$ cat src/design/cft_pkg.sv
// Shared constants, types, op codes and arithmetic helpers for the chorus/flanger/tremolo block.
package cft_pkg;

  localparam int DELAY_DEPTH  = 8192;
  localparam int SAMPLE_BITS  = 24;
  localparam int SINE_ENTRIES = 1024;

  localparam int AW      = $clog2(DELAY_DEPTH);
  localparam int SIDX_W  = $clog2(SINE_ENTRIES);
  localparam int PHASE_W = 32;
  localparam int LFO_W   = 17;
  localparam int COEF_W  = 17;
  localparam int DW      = AW + 16;
  localparam int MA_W    = (SAMPLE_BITS > 22) ? SAMPLE_BITS : 22;
  localparam int MB_W    = 19;
  localparam int PROD_W  = MA_W + MB_W;
  localparam int ACC_W   = PROD_W + 1;
  localparam int MEM_W   = 2 * SAMPLE_BITS;

  localparam int CFG_DATA_W = 24;
  localparam int CFG_IDX_W  = 3;

  localparam logic [CFG_IDX_W-1:0] REG_DELAY_ON   = 3'd0;
  localparam logic [CFG_IDX_W-1:0] REG_TREMOLO_ON = 3'd1;
  localparam logic [CFG_IDX_W-1:0] REG_PHASE_STEP = 3'd2;
  localparam logic [CFG_IDX_W-1:0] REG_DEPTH      = 3'd3;
  localparam logic [CFG_IDX_W-1:0] REG_FEEDBACK   = 3'd4;
  localparam logic [CFG_IDX_W-1:0] REG_BASE_DELAY = 3'd5;
  localparam logic [CFG_IDX_W-1:0] REG_MIX        = 3'd6;

  localparam longint D_LO = 64'sd65536;
  localparam longint D_HI = longint'(DELAY_DEPTH - 100) * 64'sd65536;
  localparam longint RP_WRAP = longint'(DELAY_DEPTH) <<< 16;

  localparam int OP_W = 5;
  localparam logic [OP_W-1:0] OP_IDLE = 5'd0;
  localparam logic [OP_W-1:0] OP_LFO  = 5'd1;
  localparam logic [OP_W-1:0] OP_MLD  = 5'd2;
  localparam logic [OP_W-1:0] OP_G    = 5'd3;
  localparam logic [OP_W-1:0] OP_MBF  = 5'd4;
  localparam logic [OP_W-1:0] OP_WT   = 5'd5;
  localparam logic [OP_W-1:0] OP_RP   = 5'd6;
  localparam logic [OP_W-1:0] OP_RD0  = 5'd7;
  localparam logic [OP_W-1:0] OP_RD1  = 5'd8;
  localparam logic [OP_W-1:0] OP_IL0  = 5'd9;
  localparam logic [OP_W-1:0] OP_IL1  = 5'd10;
  localparam logic [OP_W-1:0] OP_IR0  = 5'd11;
  localparam logic [OP_W-1:0] OP_IR1  = 5'd12;
  localparam logic [OP_W-1:0] OP_FL   = 5'd13;
  localparam logic [OP_W-1:0] OP_FR   = 5'd14;
  localparam logic [OP_W-1:0] OP_ML0  = 5'd15;
  localparam logic [OP_W-1:0] OP_ML1  = 5'd16;
  localparam logic [OP_W-1:0] OP_WR   = 5'd17;
  localparam logic [OP_W-1:0] OP_MR0  = 5'd18;
  localparam logic [OP_W-1:0] OP_MR1  = 5'd19;
  localparam logic [OP_W-1:0] OP_TL   = 5'd20;
  localparam logic [OP_W-1:0] OP_TR   = 5'd21;
  localparam logic [OP_W-1:0] OP_FIN  = 5'd22;
  localparam logic [OP_W-1:0] OP_DONE = 5'd23;

  typedef logic signed [SAMPLE_BITS-1:0] sample_t;
  typedef logic signed [LFO_W-1:0] sine_tab_t [SINE_ENTRIES];

  typedef struct packed {
    logic [OP_W-1:0] op;
    logic            load;
    logic            push;
  } cmd_t;

  typedef struct packed {
    logic delay_on;
    logic trem_on;
  } status_t;

  localparam logic [63:0] HALF_PI_Q30 = 64'd1686629713;

  function automatic sine_tab_t make_sine();
    sine_tab_t t;
    logic [63:0] p, q, r, x, x2, mag, v;
    logic signed [64:0] sum;
    logic signed [17:0] sv;
    for (int k = 0; k < SINE_ENTRIES; k++) begin
      p = (64'(k) << 32) / SINE_ENTRIES;
      q = p >> 30;
      r = p & 64'h3FFF_FFFF;
      if (q[0]) r = 64'h4000_0000 - r;
      x = (r * HALF_PI_Q30) >> 30;
      x2 = (x * x) >> 30;
      sum = $signed({1'b0, x});
      mag = ((x * x2) >> 30) / 6;
      sum = sum - $signed({1'b0, mag});
      mag = ((mag * x2) >> 30) / 20;
      sum = sum + $signed({1'b0, mag});
      mag = ((mag * x2) >> 30) / 42;
      sum = sum - $signed({1'b0, mag});
      mag = ((mag * x2) >> 30) / 72;
      sum = sum + $signed({1'b0, mag});
      mag = ((mag * x2) >> 30) / 110;
      sum = sum - $signed({1'b0, mag});
      if (sum < 0) sum = '0;
      v = 64'((sum + 65'sd16384) >>> 15);
      if (v > 64'd32768) v = 64'd32768;
      sv = $signed({1'b0, v[16:0]});
      t[k] = q[1] ? 17'(-sv) : 17'(sv);
    end
    return t;
  endfunction

  localparam sine_tab_t SINE_TAB = make_sine();

  function automatic logic signed [ACC_W-1:0] rnd16(input logic signed [ACC_W-1:0] v);
    return (v + ACC_W'(32768)) >>> 16;
  endfunction

  function automatic sample_t sat_smp(input logic signed [ACC_W-1:0] v);
    logic signed [ACC_W-1:0] smax, smin;
    smax = ACC_W'((64'sd1 <<< (SAMPLE_BITS - 1)) - 64'sd1);
    smin = -smax - ACC_W'(1);
    if (v > smax) return smax[SAMPLE_BITS-1:0];
    if (v < smin) return smin[SAMPLE_BITS-1:0];
    return v[SAMPLE_BITS-1:0];
  endfunction

endpackage

$ cat src/design/cft_ctrl.sv
// Sequencing state machine that steps the datapath through one stereo word.
module cft_ctrl (
  input  logic             clk,
  input  logic             rst,
  input  logic             in_valid,
  output logic             in_ready,
  output logic             out_valid,
  input  logic             out_ready,
  input  cft_pkg::status_t status,
  output cft_pkg::cmd_t    cmd
);

  logic [cft_pkg::OP_W-1:0] state, state_next;
  logic out_valid_next;
  logic bypass;

  assign bypass = !status.delay_on && !status.trem_on;
  assign in_ready = (state == cft_pkg::OP_IDLE);

  always_comb begin
    state_next = state;
    cmd.op = state;
    cmd.load = 1'b0;
    cmd.push = 1'b0;
    unique case (state)
      cft_pkg::OP_IDLE: begin
        if (in_valid) begin
          cmd.load = 1'b1;
          state_next = bypass ? cft_pkg::OP_DONE : cft_pkg::OP_LFO;
        end
      end
      cft_pkg::OP_LFO: state_next = status.delay_on ? cft_pkg::OP_MLD : cft_pkg::OP_G;
      cft_pkg::OP_MLD: state_next = cft_pkg::OP_G;
      cft_pkg::OP_G:   state_next = status.delay_on ? cft_pkg::OP_MBF : cft_pkg::OP_WR;
      cft_pkg::OP_MBF: state_next = cft_pkg::OP_WT;
      cft_pkg::OP_WT:  state_next = cft_pkg::OP_RP;
      cft_pkg::OP_RP:  state_next = cft_pkg::OP_RD0;
      cft_pkg::OP_RD0: state_next = cft_pkg::OP_RD1;
      cft_pkg::OP_RD1: state_next = cft_pkg::OP_IL0;
      cft_pkg::OP_IL0: state_next = cft_pkg::OP_IL1;
      cft_pkg::OP_IL1: state_next = cft_pkg::OP_IR0;
      cft_pkg::OP_IR0: state_next = cft_pkg::OP_IR1;
      cft_pkg::OP_IR1: state_next = cft_pkg::OP_FL;
      cft_pkg::OP_FL:  state_next = cft_pkg::OP_FR;
      cft_pkg::OP_FR:  state_next = cft_pkg::OP_ML0;
      cft_pkg::OP_ML0: state_next = cft_pkg::OP_ML1;
      cft_pkg::OP_ML1: state_next = cft_pkg::OP_WR;
      cft_pkg::OP_WR:  state_next = status.delay_on ? cft_pkg::OP_MR0 : cft_pkg::OP_TL;
      cft_pkg::OP_MR0: state_next = cft_pkg::OP_MR1;
      cft_pkg::OP_MR1: state_next = status.trem_on ? cft_pkg::OP_TL : cft_pkg::OP_FIN;
      cft_pkg::OP_TL:  state_next = cft_pkg::OP_TR;
      cft_pkg::OP_TR:  state_next = cft_pkg::OP_FIN;
      cft_pkg::OP_FIN: state_next = cft_pkg::OP_DONE;
      cft_pkg::OP_DONE: begin
        if (!out_valid || out_ready) begin
          cmd.push = 1'b1;
          state_next = cft_pkg::OP_IDLE;
        end
      end
      default: state_next = cft_pkg::OP_IDLE;
    endcase
  end

  always_comb begin
    out_valid_next = out_valid;
    if (cmd.push) begin
      out_valid_next = 1'b1;
    end else if (out_ready) begin
      out_valid_next = 1'b0;
    end
  end

  always_ff @(posedge clk) begin
    if (rst) begin
      state <= cft_pkg::OP_IDLE;
      out_valid <= 1'b0;
    end else begin
      state <= state_next;
      out_valid <= out_valid_next;
    end
  end

endmodule

$ cat config.mk
export PLATFORM = sky130hd
export DESIGN_NAME = cft_ctrl
export DESIGN_NICKNAME = d
export VERILOG_FILES = /design/src/design/cft_pkg.sv /design/src/design/cft_ctrl.sv
export SDC_FILE = /design/constraint.sdc
export NUM_CORES = 1
export LEC_CHECK = 0
export BUFFER_PORTS_ARGS = -buffer_cell sky130_fd_sc_hd__buf_2
export CORE_AREA = 2 2 39 41
export CTS_BUF_LIST = sky130_fd_sc_hd__clkbuf_8
export DETAILED_ROUTE_END_ITERATION = 7
export DIE_AREA = 0 0 41 43
export GPL_TIMING_DRIVEN = 0
export HOLD_SLACK_MARGIN = 0.12
export MAX_ROUTING_LAYER = met4
export SLEW_MARGIN = 20
export SYNTH_ARGS = -nofsm -noshare
export SYNTH_HDL_FRONTEND = slang
export SYNTH_SLANG_ARGS = --single-unit
export TNS_END_PERCENT = 30
$ cat constraint.sdc
create_clock -name clk -period 1.5 [get_ports clk]
set_input_delay 0.15 -clock clk [delete_from_list [all_inputs] [get_ports clk]]
set_output_delay 0.15 -clock clk [all_outputs]
set_load 0.1 [all_outputs]
==> results_dict.tcl <==
set metrics [dict create \
    outcome "completed" \
    worstPathMaxFanout 6 \
    die_w_um 41 \
    gr-total-overflow 0 \
    start_util 0.3635 \
    cts_buffers 3 \
    fillers 131 \
    tns_ns 0 \
    track_usage 0.1833 \
    grt_pass1_wl_um 2063 \
    drive_gt1_frac 0.5233 \
    grt_max_degree 14 \
    maxCapViolations 0 \
    vias 551 \
    fin_hold_ws_ns 0.1318 \
    timing.final.ws_setup_ns 0.04884 \
    htree_levels 1 \
    hp-class "primary input to register" \
    dp_slack_ns -0.02614 \
    path_clk_slew_ns 0.04 \
    async_reset_ff_frac 0 \
    yosysSeqAreaShare 0.2388 \
    clock_sinks 6 \
    ys_warn_count 0 \
    antenna_cells 0 \
    final_cells 102 \
    slew_headroom 0.6793 \
    setup_viol 0 \
    antenna_found_initial 0 \
    die_y_um 43 \
    cts_tree "built" \
    p_leak_nw 0.3213 \
    synth_seq_cells 6 \
    fin_worst_skew_ns 0.007863 \
    fp-row-count 14 \
    cts_hold_buf 0 \
    drc 0 \
    final_nets 93 \
    clk_latency_ns 0.23 \
    critPathKind "register to output pin" \
    ant_nets 0 \
    ir_drop_mv 0.7830 \
    netlist_area_um2 503.0 \
    syn_to_final_growth_pct 51.99 \
    design.core.area_um2 1384 \
    via_per_inst 5.402 \
    die_area_um2 1763 \
    synth_top_flop_cell "dfxtp_1" \
    rsz0062_at_grt "true" \
    stdcell_area_um2 764.5 \
    slew_viol_final 0 \
    dpl.hpwl_um 856.8 \
    clk_path_buf_depth 2 \
    synth.avg_cell_area_um2 8.113 \
    synthCells 62 \
    place_area_um2 628.1 \
    min_period_ns 1.451 \
    tightest_slew_ns 0.4843 \
    drtPass1Iterations 4 \
    p_total_mw 1.483 \
    finalHoldViolations 0 \
    clockRootBuffer "clkbuf_8" \
    synth_edf_count 0 \
    rrSetupSlack_ns 0.14 \
    gp_congestion 0.7863 \
    routed_wl_um 1322 \
    dp.cells 92 \
    fin_crit_sh 0.9674 \
    drt_iter0_drc 10 \
    clock.fmax_mhz 689.1 \
    syn_nets 68 \
    critical_path_arrival_ns 1.30 \
    power.density_nw_per_um2 1940 \
    end_kind "output pin" \
    io_pins 15 \
    yosysUniqueCellTypes 38 \
    wl_per_cell_um 12.96 \
    cp.required_ns 1.35 \
    cp-start-kind "register" \
    grt_pass1_vias 470 \
    numPortBuffers 14 \
    fin_util 0.5524 \
]
-- path summary, 6_finish.rpt --
| check | startpoint | endpoint | cells after the start |
|---|---|---|---|
| max | state[2]$_SDFFE_PP0P_ | cmd[1] | 5 |
| min | rst | state[1]$_SDFFE_PP0P_ | 2 |
| max reg2reg | state[2]$_SDFFE_PP0P_ | state[1]$_SDFFE_PP0P_ | 6 |
| min reg2reg | state[4]$_SDFFE_PP0P_ | state[3]$_SDFFE_PP0P_ | 2 |
-- layer usage --
layer | global-route usage | up-vias | share of wire
li1 | - | 283 | -
met2 | 0.2375 | 15 | 0.48
met3 | 0.06283 | 2 | 0.047
met5 | - | - | 0
met4 | 0.1200 | 0 | 0.014
met1 | 0.2323 | 251 | 0.45
-- cell type report --
type,count,area [µm²],area share
sequential,6,140.1,0.1833
multi-input combinational,49,340.3,0.4452
tap,16,20.02,0.02619
inverter,1,3.754,0.004910
clock inverter,1,3.754,0.004910
clock buffer,3,41.29,0.05401
timing repair buffer,22,162.7,0.2128
buffer,4,52.55,0.06874
-- timing repair --
item                                    CTS  global route
endpoints found under the setup margin    3             3
cloned                                    0             0
hold endpoints to repair                  0             0
pin swaps                                 1             1
buffers inserted                          0             8
resized for setup                        10             4
-- flip-flops by register name, indices dropped and copies added, names as in the netlist --
signal,count
out_valid,1
state,5
-- where the power goes --
group          total [mW]  internal (mW)  leakage [nW]  switching [mW]
Clock               0.251          0.176        0.0269          0.0745
Combinational       0.956          0.325         0.241           0.631
Sequential          0.276          0.208        0.0531          0.0682
Total                1.48          0.710         0.321           0.774
-- layout by cell type, fill, tap and decap left out, types with 3 or more instances in the layout --
cell type,Yosys,routed
a21oi_1,6,6
buf_2,1,11
buf_4,2,9
clkbuf_8,0,3
dfxtp_4,0,5
nand2_1,3,3
nor2_1,5,3
-- cell usage after synthesis, types with 2 or more instances --
master | count | area, µm²
a22oi_1 | 2 | 15.01
a31oi_1 | 2 | 12.51
nor2_1 | 5 | 18.77
buf_6 | 3 | 33.78
a21oi_1 | 6 | 30.03
o21ai_0 | 2 | 10.01
nor3_1 | 2 | 10.01
dfxtp_1 | 6 | 120.1
buf_4 | 2 | 15.01
nand2_1 | 3 | 11.26
nor4_1 | 2 | 12.51
-- kinds of logic after synthesis --
logic type      share of synthesized area
simple gates                       0.3259
flops                              0.2388
compound gates                     0.3035
buf+inv                            0.1144
xor+xnor                          0.01742
-- critical path: stages, from the launching register on --
cell and delay, ns:
dfxtp_4 0.36, buf_8 0.13, nor2_4 0.08, and3b_4 0.19, and2_4 0.14, buf_12 0.16
No activity file was read; power rests on OpenSTA's default activity.
